File: src/rtl/core/mp_pkg.sv
// Shared types, constants and helper functions for the 3x3 int8 max-pool unit.
// Used by the channel interfaces and by every module of the block.
`default_nettype none

package mp_pkg;

	localparam int CHANNELS  = 4;
	localparam int SAMP_W    = 8;
	localparam int MAX_WIDTH = 1024;
	localparam int COL_W     = $clog2(MAX_WIDTH);
	localparam int IW_W      = 11;
	localparam int OW_W      = 10;
	localparam int OH_W      = 16;
	localparam int ROW_W     = OH_W + 1;
	localparam int CFG_IDX_W = 2;
	localparam int CFG_DAT_W = 16;

	// Configuration register indexes.
	localparam logic [CFG_IDX_W-1:0] REG_IN_WIDTH   = 2'd0;
	localparam logic [CFG_IDX_W-1:0] REG_OUT_WIDTH  = 2'd1;
	localparam logic [CFG_IDX_W-1:0] REG_OUT_HEIGHT = 2'd2;

	// Reset values of the configuration registers.
	localparam logic [IW_W-1:0] IN_WIDTH_RST   = 11'd3;
	localparam logic [OW_W-1:0] OUT_WIDTH_RST  = 10'd1;
	localparam logic [OH_W-1:0] OUT_HEIGHT_RST = 16'd1;

	// Smallest usable row width, and the largest the line store can hold.
	localparam logic [IW_W-1:0] IN_WIDTH_MIN = 11'd3;
	localparam logic [IW_W-1:0] IN_WIDTH_MAX = IW_W'(MAX_WIDTH);

	typedef logic signed [SAMP_W-1:0] samp_t;
	typedef samp_t [CHANNELS-1:0] pix_t;

	// One line store entry: the pixel one row up sits in the upper half.
	typedef struct packed {
		pix_t mid;
		pix_t top;
	} line_t;

	// Position information for the item at the head of the input channel.
	typedef struct packed {
		logic [COL_W-1:0] col;
		logic             emit;
		logic             frame_end;
	} pos_t;

	// Per-channel signed maximum of two packed pixels.
	function automatic pix_t pmax(pix_t a, pix_t b);
		pix_t r;
		for (int k = 0; k < CHANNELS; k++) begin
			r[k] = ($signed(a[k]) > $signed(b[k])) ? a[k] : b[k];
		end
		return r;
	endfunction

endpackage

`default_nettype wire

File: src/rtl/core/mp_window.sv
// Window datapath of the max-pool unit: vertical column maximum, the two
// column registers and the 3x3 maximum. Depends on mp_pkg.
`default_nettype none

module mp_window import mp_pkg::*; (
	input  wire logic clk,
	input  wire logic arst_n,
	input  wire logic adv,
	input  line_t     rd_line,
	input  pix_t      cur,
	output line_t     wr_line,
	output pix_t      win_max
);

	pix_t vmax_prev1_q;
	pix_t vmax_prev2_q;
	pix_t vmax;

	assign vmax         = pmax(pmax(rd_line.top, rd_line.mid), cur);
	assign win_max      = pmax(pmax(vmax_prev2_q, vmax_prev1_q), vmax);
	assign wr_line.top  = rd_line.mid;
	assign wr_line.mid  = cur;

	always_ff @(posedge clk or negedge arst_n) begin
		if (!arst_n) begin
			vmax_prev1_q <= '0;
			vmax_prev2_q <= '0;
		end else if (adv) begin
			vmax_prev2_q <= vmax_prev1_q;
			vmax_prev1_q <= vmax;
		end
	end

endmodule

`default_nettype wire

File: config.mk
export PLATFORM = sky130hd
export DESIGN_NAME = mp_window
export DESIGN_NICKNAME = d
export VERILOG_FILES = /design/src/rtl/core/mp_pkg.sv /design/src/rtl/core/mp_window.sv
export SDC_FILE = /design/constraint.sdc
export NUM_CORES = 1
export LEC_CHECK = 0
export BUFFER_PORTS_ARGS = -buffer_cell sky130_fd_sc_hd__clkbuf_2
export CAP_MARGIN = 5
export CORE_ASPECT_RATIO = 1.75
export CORE_MARGIN = 4
export CORE_UTILIZATION = 60
export CTS_CLUSTER_DIAMETER = 120
export DETAILED_ROUTE_END_ITERATION = 10
export PLACE_DENSITY_LB_ADDON = 0.05
export SETUP_SLACK_MARGIN = 0.1
export SLEW_MARGIN = 40
export SYNTH_ARGS = -nofsm -noshare
export SYNTH_HDL_FRONTEND = slang
export SYNTH_SLANG_ARGS = --single-unit
export TNS_END_PERCENT = 5
File: constraint.sdc
create_clock -name clk -period 18.65 [get_ports clk]
set_input_delay 3.73 -clock clk [delete_from_list [all_inputs] [get_ports clk]]
set_output_delay 3.73 -clock clk [all_outputs]
set_load 0.02 [all_outputs]
==> flow_summary_export.csv, run 1 <==
group,metric,value,unit
layout,diodes,0,
synthesis,syn_inst,822,
timing,rsz0062_at_grt,"no",
setup_path,cpMostUsedCell,"ha_1",
routing,drt_pre_antenna_iters,4,
synthesis,ys_ff_latch,64,
global_route,grt_max_degree,69,
clocking,htree_levels,3,
clocking,clk_pin_slew_worst_paths,50,ps
synthesis,yosysSeqAreaShare,20.8,%
synthesis,syn_nets,1049,
synthesis,syn_avg_cell_area,9.36,sq um
routing,ant_nets,0,
timing,finalHoldViolations,0,
floorplan,num_rows,54,
floorplan,die_h,158,um
global_route,antenna_found_initial,0,
power,ir_worst_vdd,0.000101,V
routing,vias,6246,
setup_path,critical_path_required,14920,ps
setup_path,cp-end-kind,"output pin",
placed_design,dp_hpwl,14.5,mm
power,leakage,4.95,nW
clocking,cts_tree,"done",
layout,drive_gt1_share,29.9,%
clocking,cts_resized,0,
layout,final_nets,1180,
global_route,grt_pass1_wl,28.0,mm
floorplan,coreArea,12500,sq um
placed_design,io_buffers,194,
synthesis,synth-main-ff-cell,"dfrtp_1",
timing,skew,4.63,ps
clocking,cts_hold_buffers,0,
timing,period_needed,12950,ps
clocking,clk_latency,330,ps
setup_path,worstSetupPathType,"input port to output pin",
floorplan,die_w,93.6,um
routing,avgRoutedWirePerCell,15.1,um
setup_path,worstPathCellList,"clkbuf_2 -> inv_1 -> ha_1 -> and4_4 -> a22o_1 -> a311oi_4 -> mux2i_1 -> inv_1 -> ha_1 -> and4_1 -> a41oi_1 -> a21oi_1 -> a31oi_2 -> mux2_2 -> ha_1 -> nor2b_1 -> o211ai_1 -> a21oi_1 -> o22a_1 -> a21oi_2 -> mux2i_1 -> clkbuf_2",
floorplan,dieArea,14800,sq um
synthesis,async_flop_share,100,%
global_route,grt_pass1_vias,6519,
timing,fin_tns_setup,0,ps
timing,whs,513,ps
synthesis,syn_area,7690,sq um
routing,drc,0,
global_route,grt_overflow,0,
setup_path,worstPathArrival,9220,ps
clocking,cts_buffer_depth,2,
placed_design,place.gp.congestion,0.906,
setup_path,crit_path_start_kind,"input port",
synthesis,yosysWarningCount,0,
layout,n_fill_cell,1046,
timing,max_freq,0.0772,GHz
clocking,post_cts_buffers,0,
clocking,cts-root-buf,"clkbuf_16",
layout,area_growth,12.9,%
routing,drtIter0Drc,174,
synthesis,synth.distinct_cells,54,
timing,finalCritPeriodShare,69.4,%
setup_path,critPathSlowestCell,"a311oi_4",
floorplan,num_io_pins,195,
timing,slew_violations,0,
timing,setup_viol,0,
global_route,grtUsageTotal,22.9,%
timing,worst_pin_slew,691,ps
routing,viasPerCell,5.55,
floorplan,initial_core_util,61.5,%
status,status,"complete, no violations",
clocking,cts_made_buffers,9,
clocking,clock-sinks,64,
power,power.density,168,nW/um^2
setup_path,crit_fanout,8,
timing,slew_headroom,53.9,%
run,cap_viol_max_count,0,
synthesis,synth-edff-count,0,
routing,wl,17.0,mm
hold_path,worstHoldPathType,"flip-flop to flip-flop",
setup_path,slowest_delay,530,ps
[stage by stage]
stage / cells / cell area [sq um] / util [%] / total power (W) / worst slack (ps)
3_5_place_dp: 1110 / 8370 / 67.0 / 0.00130 / 5760
5_1_grt: 1126 / 8680 / 69.4 / 0.00158 / 5400
2_1_floorplan: 822 / 7690 / - / 0.00101 / 6210
4_1_cts: 1126 / 8670 / 69.4 / 0.00148 / 5700
3_3_place_gp: 1110 / 8360 / 66.9 / 0.00127 / 5530
6_report: 1126 / 8680 / 69.4 / 0.00146 / 5700
[registers in the layout, summed over array words and instances (netlist names)]
register	count
vmax_prev2_q	32
vmax_prev1_q	32
[cell usage in the layout (no fill, tap or decap), types with 13 or more instances in the layout]
cell,n
nor2b_1,17
o21ai_0,19
nand4_1,13
clkbuf_2,193
inv_1,160
dfrtp_1,64
mux2_2,55
a21oi_1,18
ha_1,128
nor2_1,17
mux2i_1,123
[worst max-delay path: cells and delay by family]
family                     cells  cell delay (ps)
adders and majority gates      3              950
and+or+nand+nor                3              570
muxes                          3             1080
buffers and inverters          4              420
AOI/OAI and AO/OA              9             2460
[layout make-up]
class | instances | area (sq um) | area share (%)
clock buffer | 13 | 260 | 3.00
clock inverter | 3 | 40.0 | 0.461
inverter | 163 | 612 | 7.05
multi-input combinational | 519 | 4960 | 57.2
sequential | 64 | 1600 | 18.5
tap | 168 | 210 | 2.42
timing repair buffer | 196 | 993 | 11.4
[kinds of logic (layout without fill, tap and decap cells)]
group                      count (synthesis)  after routing  synth area share (%)
adders and majority gates                128            128                  20.8
muxes                                    188            188                  25.6
AOI/OAI and AO/OA                        102            102                  10.3
buffers and inverters                    239            375                  14.8
DFF                                       64             64                  20.8
and+or+nand+nor                          101            101                  7.61
[power by group]
part | internal [W] | total, W | switching, W
combinational | 0.000447 | 0.00107 | 0.000626
clock | 0.000110 | 0.000168 | 0.0000581
sequential | 0.000184 | 0.000219 | 0.0000348
[synth_stat cells, types with 4 or more instances]
cell / number / area, sq um
a211oi_1: 4 / 30.0
a21o_1: 4 / 30.0
a21oi_1: 21 / 105
and4_1: 8 / 70.1
buf_4: 64 / 480
clkbuf_1: 9 / 33.8
dfrtp_1: 64 / 1600
ha_1: 128 / 1600
inv_1: 160 / 601
mux2_1: 9 / 101
mux2_2: 55 / 619
mux2i_1: 123 / 1230
nand2_1: 11 / 41.3
nand3_1: 11 / 55.1
nand4_1: 13 / 81.3
nor2_1: 17 / 63.8
nor2b_1: 17 / 106
nor3_1: 8 / 40.0
nor4b_1: 5 / 43.8
o211ai_1: 7 / 52.6
o21a_1: 5 / 37.5
o21ai_0: 19 / 95.1
o21ai_1: 4 / 20.0
o31ai_1: 5 / 37.5
[per-layer routing]
layer	global-route usage [%]	part of all wire (%)	vias to the layer above
li1	-	-	3087
met1	23.0	36	2950
met2	46.7	57	176
met3	2.76	4.5	33
met4	8.40	2.6	0
met5	0	0	-
[final timing paths]
| path | from | to | slack, ps | cells after the start |
|---|---|---|---|---|
| worst max-delay path | rd_line[46] | win_max[15] | 5700 | 22 |
| worst min-delay path | vmax_prev1_q[19] | vmax_prev2_q[19] | 510 | 1 |
| worst max register to register | vmax_prev1_q[31] | vmax_prev2_q[31] | 17840 | 1 |
| worst min register to register | vmax_prev1_q[19] | vmax_prev2_q[19] | 510 | 1 |
| max in group asynchronous | arst_n | vmax_prev2_q[30] | 14750 | 2 |
| min in group asynchronous | arst_n | vmax_prev1_q[9] | 3470 | 2 |
Note: power is estimated with default switching activity, not from simulation.
==> run 2, diff against run 1 <==
--- a/config.mk
+++ b/config.mk
@@ -9,7 +9,7 @@
 export CAP_MARGIN = 5
 export CORE_ASPECT_RATIO = 1.75
 export CORE_MARGIN = 4
-export CORE_UTILIZATION = 60
+export CORE_UTILIZATION = 50
 export CTS_CLUSTER_DIAMETER = 120
 export DETAILED_ROUTE_END_ITERATION = 10
 export PLACE_DENSITY_LB_ADDON = 0.05
==> constraint.sdc (replaced) <==
create_clock -name clk -period 10.55 [get_ports clk]
set_input_delay 2.11 -clock clk [delete_from_list [all_inputs] [get_ports clk]]
set_output_delay 2.11 -clock clk [all_outputs]
set_load 0.02 [all_outputs]
==> flow_summary_export.csv, run 2 (same netlist as run 1, synthesis figures left out) <==
group,metric,value,unit
status,status,"complete, no violations",
floorplan,die_h,172,um
placed_design,dp_hpwl,15.2,mm
layout,final_util,58.1,%
setup_path,critical_path_required,8440,ps
hold_path,worstHoldPathType,"flip-flop to flip-flop",
global_route,antenna_found_initial,0,
layout,drive_gt1_share,29.9,%
clocking,cts_buffer_depth,2,
layout,diodes,0,
routing,drt_pre_antenna_iters,4,
setup_path,worstSetupPathType,"input port to output pin",
clocking,cts_tree,"done",
timing,period_needed,9560,ps
setup_path,cp-end-kind,"output pin",
routing,ant_nets,0,
timing,finalCritPeriodShare,90.6,%
timing,skew,4.58,ps
floorplan,die_w,102,um
global_route,use_met3,2.38,%
global_route,grt_max_degree,69,
layout,layout_commonest_cell,"clkbuf_2",
timing,rsz0062_at_grt,"no",
clocking,cts_resized,0,
placed_design,place.gp.congestion,0.859,
floorplan,coreArea,15000,sq um
clocking,clk_pin_slew_worst_paths,50,ps
layout,largest_registers,"vmax_prev1_q: 32 flops, vmax_prev2_q: 32 flops",
timing,max_freq,0.105,GHz
routing,drtIter0Drc,93,
layout,final_nets,1183,
timing,worst_slack,990,ps
power,ir_worst_vdd,0.000143,V
global_route,grt_pass1_vias,6847,
floorplan,num_io_pins,195,
global_route,grt_use_met1,20.8,%
timing,slew_violations,0,
run,cap_viol_max_count,0,
placed_design,io_buffers,194,
floorplan,num_rows,59,
setup_path,crit_fanout,8,
setup_path,worstPathArrival,7450,ps
timing,setup_viol,0,
timing,finalHoldViolations,0,
power,leakage,4.96,nW
clocking,cts_made_buffers,9,
timing,worst_pin_slew,701,ps
global_route,grt_use_met2,42.9,%
global_route,grt_pass1_wl,30.1,mm
power,power.density,298,nW/um^2
global_route,grt-busiest-layer,"met2",
floorplan,initial_core_util,51.3,%
clocking,clock-sinks,64,
layout,final_cell_mix,"clkbuf_2, inv_1, ha_1, mux2i_1, dfrtp_1",
routing,avgRoutedWirePerCell,15.6,um
power,p_total,0.00260,W
timing,fin_tns_setup,0,ps
global_route,grt_overflow,0,
routing,drc,0,
global_route,grtUsageTotal,20.8,%
clocking,cts_hold_buffers,0,
floorplan,dieArea,17500,sq um
clocking,htree_levels,3,
clocking,post_cts_buffers,0,
placed_design,pre_cts_ws,1000,ps
routing,viasPerCell,5.47,
routing,vias,6255,
clocking,cts-root-buf,"clkbuf_16",
timing,slew_headroom,53.3,%
clocking,clk_latency,320,ps
setup_path,crit_path_start_kind,"input port",
routing,wl,17.8,mm
layout,area_growth,13.2,%
-- run 2: path summary, 6_finish.rpt --
check	startpoint	to	cells past startpoint	slack, ps
worst min-delay path	vmax_prev1_q[19]	vmax_prev2_q[19]	1	510
worst min register to register	vmax_prev1_q[19]	vmax_prev2_q[19]	1	510
min in group asynchronous	arst_n	vmax_prev1_q[9]	2	1860
max in group asynchronous	arst_n	vmax_prev1_q[5]	2	8250
worst max-delay path	rd_line[46]	win_max[11]	23	990
worst max register to register	vmax_prev1_q[8]	vmax_prev1_q[8]	1	9730
-- run 2: area by class of cell --
class | instances | area, sq um
repair buffers | 199 | 1020
clock buffers | 11 | 243
well taps | 183 | 229
inverters | 163 | 612
fillers | 1395 | 6280
multi-input cells | 519 | 4950
flip-flops and latches | 64 | 1600
clock inverters | 5 | 56.3
-- run 2: worst max-delay path: stages --
cell and delay (ps):
clkbuf_2 100, inv_1 40, ha_1 340, and4_4 220, a22o_1 210, a311oi_4 530
mux2i_1 300, inv_1 70, ha_1 300, and4_1 210, a41oi_1 220, a21oi_1 110
a31oi_2 460, mux2_2 430, ha_1 310, nor2b_1 130, o211ai_1 160, a21oi_1 90
o22a_1 150, a21oi_1 320, buf_4 240, mux2i_1 200, clkbuf_2 190
-- run 2: where the power goes --
part,switching [W],internal [W],leakage [nW],total (W)
sequential,0.0000615,0.000326,0.745,0.000387
clock,0.000107,0.000189,0.145,0.000296
combinational,0.00111,0.000806,4.07,0.00191
total,0.00128,0.00132,4.96,0.00260
-- run 2: per-layer routing --
metal,up-vias,wire length [um]
li1,3088,-
met1,2967,6290
met2,175,10400
met3,25,844
met4,0,328
met5,-,0
-- run 2: stage by stage --
step	cell area, sq um	instances	hold WS, ps
3_3_place_gp	8400	1128	500
6_report	8710	1144	510
5_1_grt	8710	1144	540
4_1_cts	8700	1144	513
2_1_floorplan	7690	822	484
3_5_place_dp	8400	1128	501
